File: src/rtl/core/kvi_pkg.sv
`default_nettype none
// ----------------------------------------------------------------------------
// kvi_pkg: shared types and constants for the keyframe vector interpolator
// Key storage layout, status and action codes, divider interface.
// ----------------------------------------------------------------------------
package kvi_pkg;

  localparam int KEYS_DEF = 64;
  localparam int TIME_W   = 32;
  localparam int VAL_W    = 32;
  localparam int FRAC_W   = 16;
  localparam int KCNT_W   = 7;
  localparam int SEG_W    = 6;

  localparam logic ACT_LOAD  = 1'b0;
  localparam logic ACT_QUERY = 1'b1;

  localparam logic [1:0] ST_LOAD   = 2'd0;
  localparam logic [1:0] ST_INTERP = 2'd1;
  localparam logic [1:0] ST_CLAMP  = 2'd2;
  localparam logic [1:0] ST_BAD    = 2'd3;

  typedef struct packed {
    logic [TIME_W-1:0] tm;
    logic [VAL_W-1:0]  x;
    logic [VAL_W-1:0]  y;
    logic [VAL_W-1:0]  z;
  } key_ent_t;

  typedef struct packed {
    logic              go;
    logic [TIME_W-1:0] num;
    logic [TIME_W-1:0] den;
  } div_req_t;

  typedef struct packed {
    logic              done;
    logic [FRAC_W-1:0] quo;
  } div_rsp_t;

endpackage

`default_nettype wire

File: src/rtl/core/kvi_frac_div.sv
`default_nettype none
// ----------------------------------------------------------------------------
// kvi_frac_div: serial fraction divider
// Computes floor((num << FRAC_W) / den) for num < den, one quotient bit per
// cycle by restoring division. done is registered together with the last bit.
// ----------------------------------------------------------------------------
module kvi_frac_div (
  input  wire logic              clk,
  input  wire logic              rst_n,
  input  wire kvi_pkg::div_req_t req,
  output kvi_pkg::div_rsp_t      rsp
);
  import kvi_pkg::*;

  localparam int CNT_W = $clog2(FRAC_W);

  logic              run_r, run_nxt;
  logic              done_r, done_nxt;
  logic [CNT_W-1:0]  cnt_r, cnt_nxt;
  logic [TIME_W-1:0] rem_r, rem_nxt;
  logic [TIME_W-1:0] den_r, den_nxt;
  logic [FRAC_W-1:0] quo_r, quo_nxt;
  logic [TIME_W:0]   rem2;
  logic              ge;

  assign rem2 = {rem_r, 1'b0};
  assign ge   = rem2 >= {1'b0, den_r};

  always_comb begin
    run_nxt  = run_r;
    done_nxt = 1'b0;
    cnt_nxt  = cnt_r;
    rem_nxt  = rem_r;
    den_nxt  = den_r;
    quo_nxt  = quo_r;
    if (req.go) begin
      run_nxt = 1'b1;
      cnt_nxt = '0;
      rem_nxt = req.num;
      den_nxt = req.den;
    end else if (run_r) begin
      rem_nxt = ge ? TIME_W'(rem2 - {1'b0, den_r}) : rem2[TIME_W-1:0];
      quo_nxt = {quo_r[FRAC_W-2:0], ge};
      cnt_nxt = cnt_r + 1'b1;
      if (cnt_r == CNT_W'(FRAC_W - 1)) begin
        run_nxt  = 1'b0;
        done_nxt = 1'b1;
      end
    end
  end

  always_ff @(posedge clk) begin
    if (!rst_n) begin
      run_r  <= 1'b0;
      done_r <= 1'b0;
    end else begin
      run_r  <= run_nxt;
      done_r <= done_nxt;
    end
  end

  always_ff @(posedge clk) begin
    cnt_r <= cnt_nxt;
    rem_r <= rem_nxt;
    den_r <= den_nxt;
    quo_r <= quo_nxt;
  end

  assign rsp.done = done_r;
  assign rsp.quo  = quo_r;

endmodule

`default_nettype wire

File: config.mk
export PLATFORM = sky130hd
export DESIGN_NAME = kvi_frac_div
export DESIGN_NICKNAME = d
export VERILOG_FILES = /design/src/rtl/core/kvi_pkg.sv /design/src/rtl/core/kvi_frac_div.sv
export SDC_FILE = /design/constraint.sdc
export NUM_CORES = 1
export LEC_CHECK = 0
export BUFFER_PORTS_ARGS = -buffer_cell sky130_fd_sc_hd__buf_2
export CAP_MARGIN = 30
export CELL_PAD_IN_SITES_DETAIL_PLACEMENT = 0
export CELL_PAD_IN_SITES_GLOBAL_PLACEMENT = 1
export CORE_MARGIN = 5
export CORE_UTILIZATION = 45
export CTS_CLUSTER_DIAMETER = 30
export DETAILED_ROUTE_END_ITERATION = 10
export PLACE_DENSITY = 0.89
export REMOVE_ABC_BUFFERS = 1
export SLEW_MARGIN = 10
export SYNTH_ARGS = -nofsm -noshare
export SYNTH_HDL_FRONTEND = slang
export SYNTH_SLANG_ARGS = --single-unit
File: constraint.sdc
create_clock -name clk -period 3.6 [get_ports clk]
set_input_delay 0.18 -clock clk [delete_from_list [all_inputs] [get_ports clk]]
set_output_delay 0.18 -clock clk [all_outputs]
set_load 0.02 [all_outputs]
==> impl_results.md, run 1 <==
* # diodes at 0
* Slew @ Worst Pin at 0.861 ns
* Layout cell share with drive strength beyond 1 at 26.2%
* Finished Layout Cells at 751
* Die Span X at 119 um
* CP peak stage delay at 0.40 ns
* Peak VDD IR at 0.336 mV
* IO Count at 84
* CP Launch Type: register
* Required @ worst endpoint at 3.70 ns
* Post-route antenna net violation count at 0
* Met3 Use GR at 4.18%
* Cts bufs inserted at 9
* Clock Skew at 0.00703 ns
* Min Tclk post-route at 3.27 ns
* PnR Total Power at 4.28 mW
* Ys flop type: edfxtp_1
* Critical-path cell list: ha_1, nand3_1, a21oi_2, o31ai_2, o221a_4, nor4_4, o21a_4, nor2_8, inv_8, mux2_2, mux2_2
* Die area at 0.0143 sq mm
* YS warnings at 0
* #FFs+latches synth at 86
* Clock Path Buffers at 2
* # rows at 40
* Drt wl/cell at 15.9 um
* Number of remaining DRC errors at 0
* Fillers at 1034
* Largest net degree at the start of global routing at 53
* Clk Latency, worst-skew pair at 0.35 ns
* PortBufs at 83
* Vias at 4033
* Postcts setup bufs at 0
* CP top delay family: compound AO/OA/AOI/OAI gates
* Arrival @ worst endpoint at 3.37 ns
* Die Y at 119 um
* Worst path most repeated cell: mux2_2
* Count of flip-flops with a built-in enable after synthesis at 80
* Setup CP Type: register to register
* Util after Layout at 54.9%
* Grt met2 use at 28.1%
* Rel. slew slack at 42.6%
* Final Net Count at 700
* Critical path fanouts, max at 27
* Most frequent cells in the layout: 83 x buf_2, 80 x edfxtp_1, 46 x a21oi_1
* Power per cell area at 658 mW/mm^2
* CP bufs+invs at 1
* Status: finished clean
* Ys async rst share at 0%
* Commonest non-fill, non-tap cell in the layout: buf_2
* CP max-delay cell: ha_1
* Worst setup EP type: register
* Final hold vios at 0
* Average size of a mapped cell at 11.0 sq um
* F_max at 306 MHz
* Max_cap viols at 0
* Mapped cell area at 0.00539 sq mm
* Leakage Power at 2.77 nW
* Vias per std cell at 5.37
* Global route total overflow at 0
* # H-tree levels at 3
* Number of global-route vias before repair at 4046
* CTS tree: built
* Synthesized instance count at 490
* Unrepaired setup endpoints after global routing: false
* Routability cong. at 0.869
* CTS Root Cell: clkbuf_16
* Final Setup Violations at 0
* Setup TNS at 0 ns
* Core area at 0.0119 sq mm
* HP Class: input port to register
* Pre-Repair DR Iteration Count at 5
* P&R area growth vs syn at 20.7%
* Max Slew Vio Count at 0
* Initial core utilization at 45.5%
* Fin crit share at 90.9%
* Met1 Use GR at 21.3%
* DRC marker count from the first detailed-route iteration at 211
* HPWL Detailed at 8470 um
* Seq/Total Area, Yosys at 46.8%
* Gr usage total at 16.9%
* Initial antenna violation count at 0
* Clock Sinks at 86
* Layer with the highest usage: met2
* First-pass GRT wire length at 19300 um
* Dpl cells at 706
* Routed WL at 11900 um
* Reg clk slew, reported paths at 0.06 ns
* Netlist cell types at 63
[synthesized netlist by cell type, types with 2 or more instances]
library cell	count	area, sq um
a211oi_1	5	37.5
a21o_1	15	113
a21oi_1	46	230
a21oi_2	4	35.0
a31oi_1	3	18.8
and4_1	2	17.5
buf_2	2	10.0
buf_6	2	22.5
clkbuf_1	11	41.3
dfxtp_1	6	120
edfxtp_1	80	2400
ha_1	33	413
inv_1	45	169
mux2_2	31	349
mux2_4	7	105
mux2i_1	4	40.0
nand2_1	29	109
nand2b_1	6	37.5
nand3_1	10	50.1
nand4_1	4	25.0
nor2_1	26	97.6
nor2b_1	9	56.3
nor3_1	11	55.1
nor4_1	3	18.8
o2111ai_1	2	17.5
o211ai_1	2	15.0
o21a_1	2	15.0
o21ai_0	15	75.1
o21ai_1	5	25.0
o21bai_1	6	45.0
o31ai_1	6	45.0
o41ai_1	2	17.5
or2_2	2	12.5
xnor2_1	18	158
xor2_1	8	70.1
[routing by layer]
| metal | vias to the layer above | wire length, um |
|---|---|---|
| li1 | 2011 | - |
| met1 | 1897 | 5280 |
| met2 | 105 | 5770 |
| met3 | 20 | 609 |
| met4 | 0 | 289 |
| met5 | - | 0 |
[state kept, by name, summed over array words and instances, names as in the netlist]
signal and cells:
cnt_r 4, den_r 32, done_r 1, quo_r 16
rem_r 32, run_r 1
[metrics by stage]
step	setup slack [ns]	hold WS, ns	area, sq um
global placement	0.387	0.358	5930
CTS	0.320	0.00173	6500
finish	0.328	0.0101	6510
global route	0.111	0.00541	6510
floorplan	0.687	0.252	5290
detailed placement	0.324	0.358	5930
[kinds of logic after synthesis]
logic type	count (synthesis)	share of synthesized area [%]
xor gates and xnor gates	26	4.22
and+or+nand+nor	112	10.8
DFF	86	46.8
muxes	42	9.16
adders and majority gates	34	8.03
buffers and inverters	64	5.29
AOI/OAI and AO/OA	126	15.7
[where the power goes]
part	switching (mW)	internal, mW
combinational	1.03	0.930
clock	0.404	0.510
sequential	0.0927	1.31
total	1.53	2.75
[worst paths after layout]
path | startpoint | end | slack (ns) | cells past startpoint
setup / recovery | rem_r[2]$_DFFE_PP_ | rem_r[11]$_DFFE_PP_ | 0.33 | 11
hold / removal | req[16] | den_r[16]$_DFFE_PP_ | 0.01 | 1
setup reg to reg | rem_r[2]$_DFFE_PP_ | rem_r[11]$_DFFE_PP_ | 0.33 | 11
hold reg to reg | quo_r[4]$_DFFE_PP_ | quo_r[5]$_DFFE_PP_ | 0.45 | 0
[final cells by class]
| cell class | count | area [sq um] | share of cell area (%) |
|---|---|---|---|
| clock inverter | 5 | 40.0 | 0.615 |
| tap | 147 | 184 | 2.83 |
| multi-input combinational | 340 | 2580 | 39.7 |
| sequential | 86 | 2520 | 38.8 |
| clock buffer | 11 | 253 | 3.88 |
| timing repair buffer | 115 | 741 | 11.4 |
| inverter | 47 | 184 | 2.83 |
[what timing repair did]
action | CTS | global route
gates resized for setup | 0 | 0
hold buffers | 28 | 1
hold endpoints to repair | 28 | 1
Power figures use the tool's default switching activity.
==> run 2: changes to the inputs <==
--- a/config.mk
+++ b/config.mk
@@ -13,6 +13,7 @@
 export CORE_UTILIZATION = 45
 export CTS_CLUSTER_DIAMETER = 30
 export DETAILED_ROUTE_END_ITERATION = 10
+export HOLD_SLACK_MARGIN = 0.06
 export PLACE_DENSITY = 0.89
 export REMOVE_ABC_BUFFERS = 1
 export SLEW_MARGIN = 10
==> impl_results.md, run 2 (synthesized netlist as in run 1, its figures left out) <==
* Finished layout cell area at 0.00655 sq mm (+0.62%)
* Largest net degree at the start of global routing at 53 (unchanged)
* Fin crit share at 91.1% (+0.21 points)
* Max Slew Vio Count at 0 (unchanged)
* Die Span X at 119 um (unchanged)
* CP Launch Type: register
* Number of global-route vias before repair at 4057 (+0.27%)
* Vias per std cell at 5.38 (+0.21%)
* Global route total overflow at 0 (unchanged)
* HPWL Detailed at 8470 um (unchanged)
* PnR Total Power at 4.29 mW (+0.23%)
* Core area at 0.0119 sq mm (unchanged)
* P&R area growth vs syn at 21.4%
* Worst R2R Setup Slack at 0.32 ns (about the same)
* Worst Hold Path EP: rem_r[31]$_DFFE_PP_
* Most frequent cells in the layout: 83 x buf_2, 80 x edfxtp_1, 46 x a21oi_1
* Cts bufs inserted at 9 (unchanged)
* Reg clk slew, reported paths at 0.06 ns (about the same)
* Leakage Power at 2.79 nW (+0.60%)
* HP Class: input port to register
* Fillers at 1029 (-0.48%)
* Register area at 0.00252 sq mm (unchanged)
* RR Endpoint: rem_r[10]$_DFFE_PP_
* DP Area at 0.00593 sq mm (unchanged)
* Final hold vios at 0 (unchanged)
* Worst hold path startpoint: req[63]
* CTS Root Cell: clkbuf_16
* Routability cong. at 0.869 (unchanged)
* Arrival @ worst endpoint at 3.38 ns (about the same)
* Post-route antenna net violation count at 0 (unchanged)
* Rel. slew slack at 42.5% (-0.081 points)
* Final Setup Violations at 0 (unchanged)
* Drt wl/cell at 15.9 um (+0.14%)
* Clock Sinks at 86 (unchanged)
* Slew @ Worst Pin at 0.863 ns (+0.00121 ns)
* Multi-input logic area at 0.00258 sq mm (unchanged)
* Layout cell share with drive strength beyond 1 at 26.0% (-0.17 points)
* Initial antenna violation count at 0 (unchanged)
* Commonest non-fill, non-tap cell in the layout: buf_2
* Status: finished clean
* Peak VDD IR at 0.336 mV (about the same)
* Worst r2r src: rem_r[2]$_DFFE_PP_
* Gr usage total at 17.0% (+0.12 points)
* Setup CP Type: register to register
* # diodes at 0 (unchanged)
* Util after Layout at 55.2% (+0.34 points)
* Routed WL at 12000 um (+0.67%)
* Vias at 4063 (+0.74%)
* Power per cell area at 655 mW/mm^2 (-0.39%)
* Worst reg-to-reg path cell count at 11 (unchanged)
* Die Y at 119 um (unchanged)
* Pre-Repair DR Iteration Count at 5 (unchanged)
* Critical path fanouts, max at 27 (unchanged)
* F_max at 305 MHz (-0.23%)
* Setup TNS at 0 ns (unchanged)
* Die area at 0.0143 sq mm (unchanged)
* Unrepaired setup endpoints after global routing: false
* Final Net Count at 704 (+0.57%)
* Worst setup EP type: register
* Largest registers: den_r: 32 flops, rem_r: 32 flops, quo_r: 16 flops
* Max_cap viols at 0 (unchanged)
* IO Count at 84 (unchanged)
* DRC marker count from the first detailed-route iteration at 248 (+18%)
* Number of remaining DRC errors at 0 (unchanged)
* # H-tree levels at 3 (unchanged)
* Hold Path Depth at 3 (+2)
* Clock Skew at 0.00775 ns (+0.000719 ns)
* Min Tclk post-route at 3.28 ns (+0.00763 ns)
* # rows at 40 (unchanged)
* First-pass GRT wire length at 19400 um (+0.68%)
* Clk Latency, worst-skew pair at 0.35 ns (about the same)
* CTS tree: built
* Required @ worst endpoint at 3.70 ns (about the same)
* Clock Path Buffers at 2 (unchanged)
* Initial core utilization at 45.5% (unchanged)
* Fin worst setup slack at 0.320 ns (-0.00763 ns)
* Place WS at 0.324 ns (unchanged)
* PortBufs at 83 (unchanged)
## run 2: where the power goes
part / leakage [nW] / internal, mW / switching, mW
logic: 1.82 / 0.933 / 1.04
clock network: 0.135 / 0.510 / 0.406
registers: 0.832 / 1.31 / 0.0936
total: 2.79 / 2.75 / 1.54
## run 2: routing by layer
layer  wire (um)  vias up  global-route usage, %
met1        5330     1910                   21.5
met5           0        -                      0
met4         291        0                   6.23
met3         609       21                   4.18
li1            -     2021                      -
met2        5800      111                   28.4
## run 2: repair_timing
| action | 4_1_cts | 5_1_grt |
|---|---|---|
| endpoints found under the setup margin | 0 | 0 |
| setup buffers | 0 | 0 |
| resized for setup | 0 | 0 |
| endpoints found under the hold margin | 34 | 0 |
| hold buffers | 33 | 0 |
## run 2: how the worst max path moves through the flow
| stage | from | endpoint | slack [ns] |
|---|---|---|---|
| 2_1_floorplan | rem_r[2]$_DFFE_PP_ | rem_r[10]$_DFFE_PP_ | 0.69 |
| 3_3_place_gp | rem_r[2]$_DFFE_PP_ | rem_r[7]$_DFFE_PP_ | 0.39 |
| 3_5_place_dp | rem_r[2]$_DFFE_PP_ | rem_r[4]$_DFFE_PP_ | 0.32 |
| 4_1_cts | rem_r[2]$_DFFE_PP_ | rem_r[4]$_DFFE_PP_ | 0.32 |
| 5_1_grt | rem_r[29]$_DFFE_PP_ | rem_r[13]$_DFFE_PP_ | 0.11 |
| 6_report | rem_r[2]$_DFFE_PP_ | rem_r[10]$_DFFE_PP_ | 0.32 |
## run 2: final cells by class
class	instances	share of cell area (%)
Multi-Input combinational cell	340	39.5
Clock buffer	11	3.86
Timing Repair Buffer	119	11.9
Sequential cell	86	38.5
Clock inverter	5	0.611
Inverter	47	2.81
Tap cell	147	2.81
## run 2: through the flow
stage	std cells	hold slack (ns)
after global routing	755	0.130
after detailed placement	706	0.358
after floorplan	473	0.252
after global placement	706	0.358
after CTS	755	0.116
final	755	0.131
## run 2: critical path: stages (launching register included)
cell and delay (ns):
edfxtp_1 0.39, ha_1 0.40, nand3_1 0.16, a21oi_2 0.22, o31ai_2 0.10, o221a_4 0.29, nor4_4 0.28, o21a_4 0.26
nor2_8 0.09, inv_8 0.19, mux2_2 0.36, mux2_2 0.25
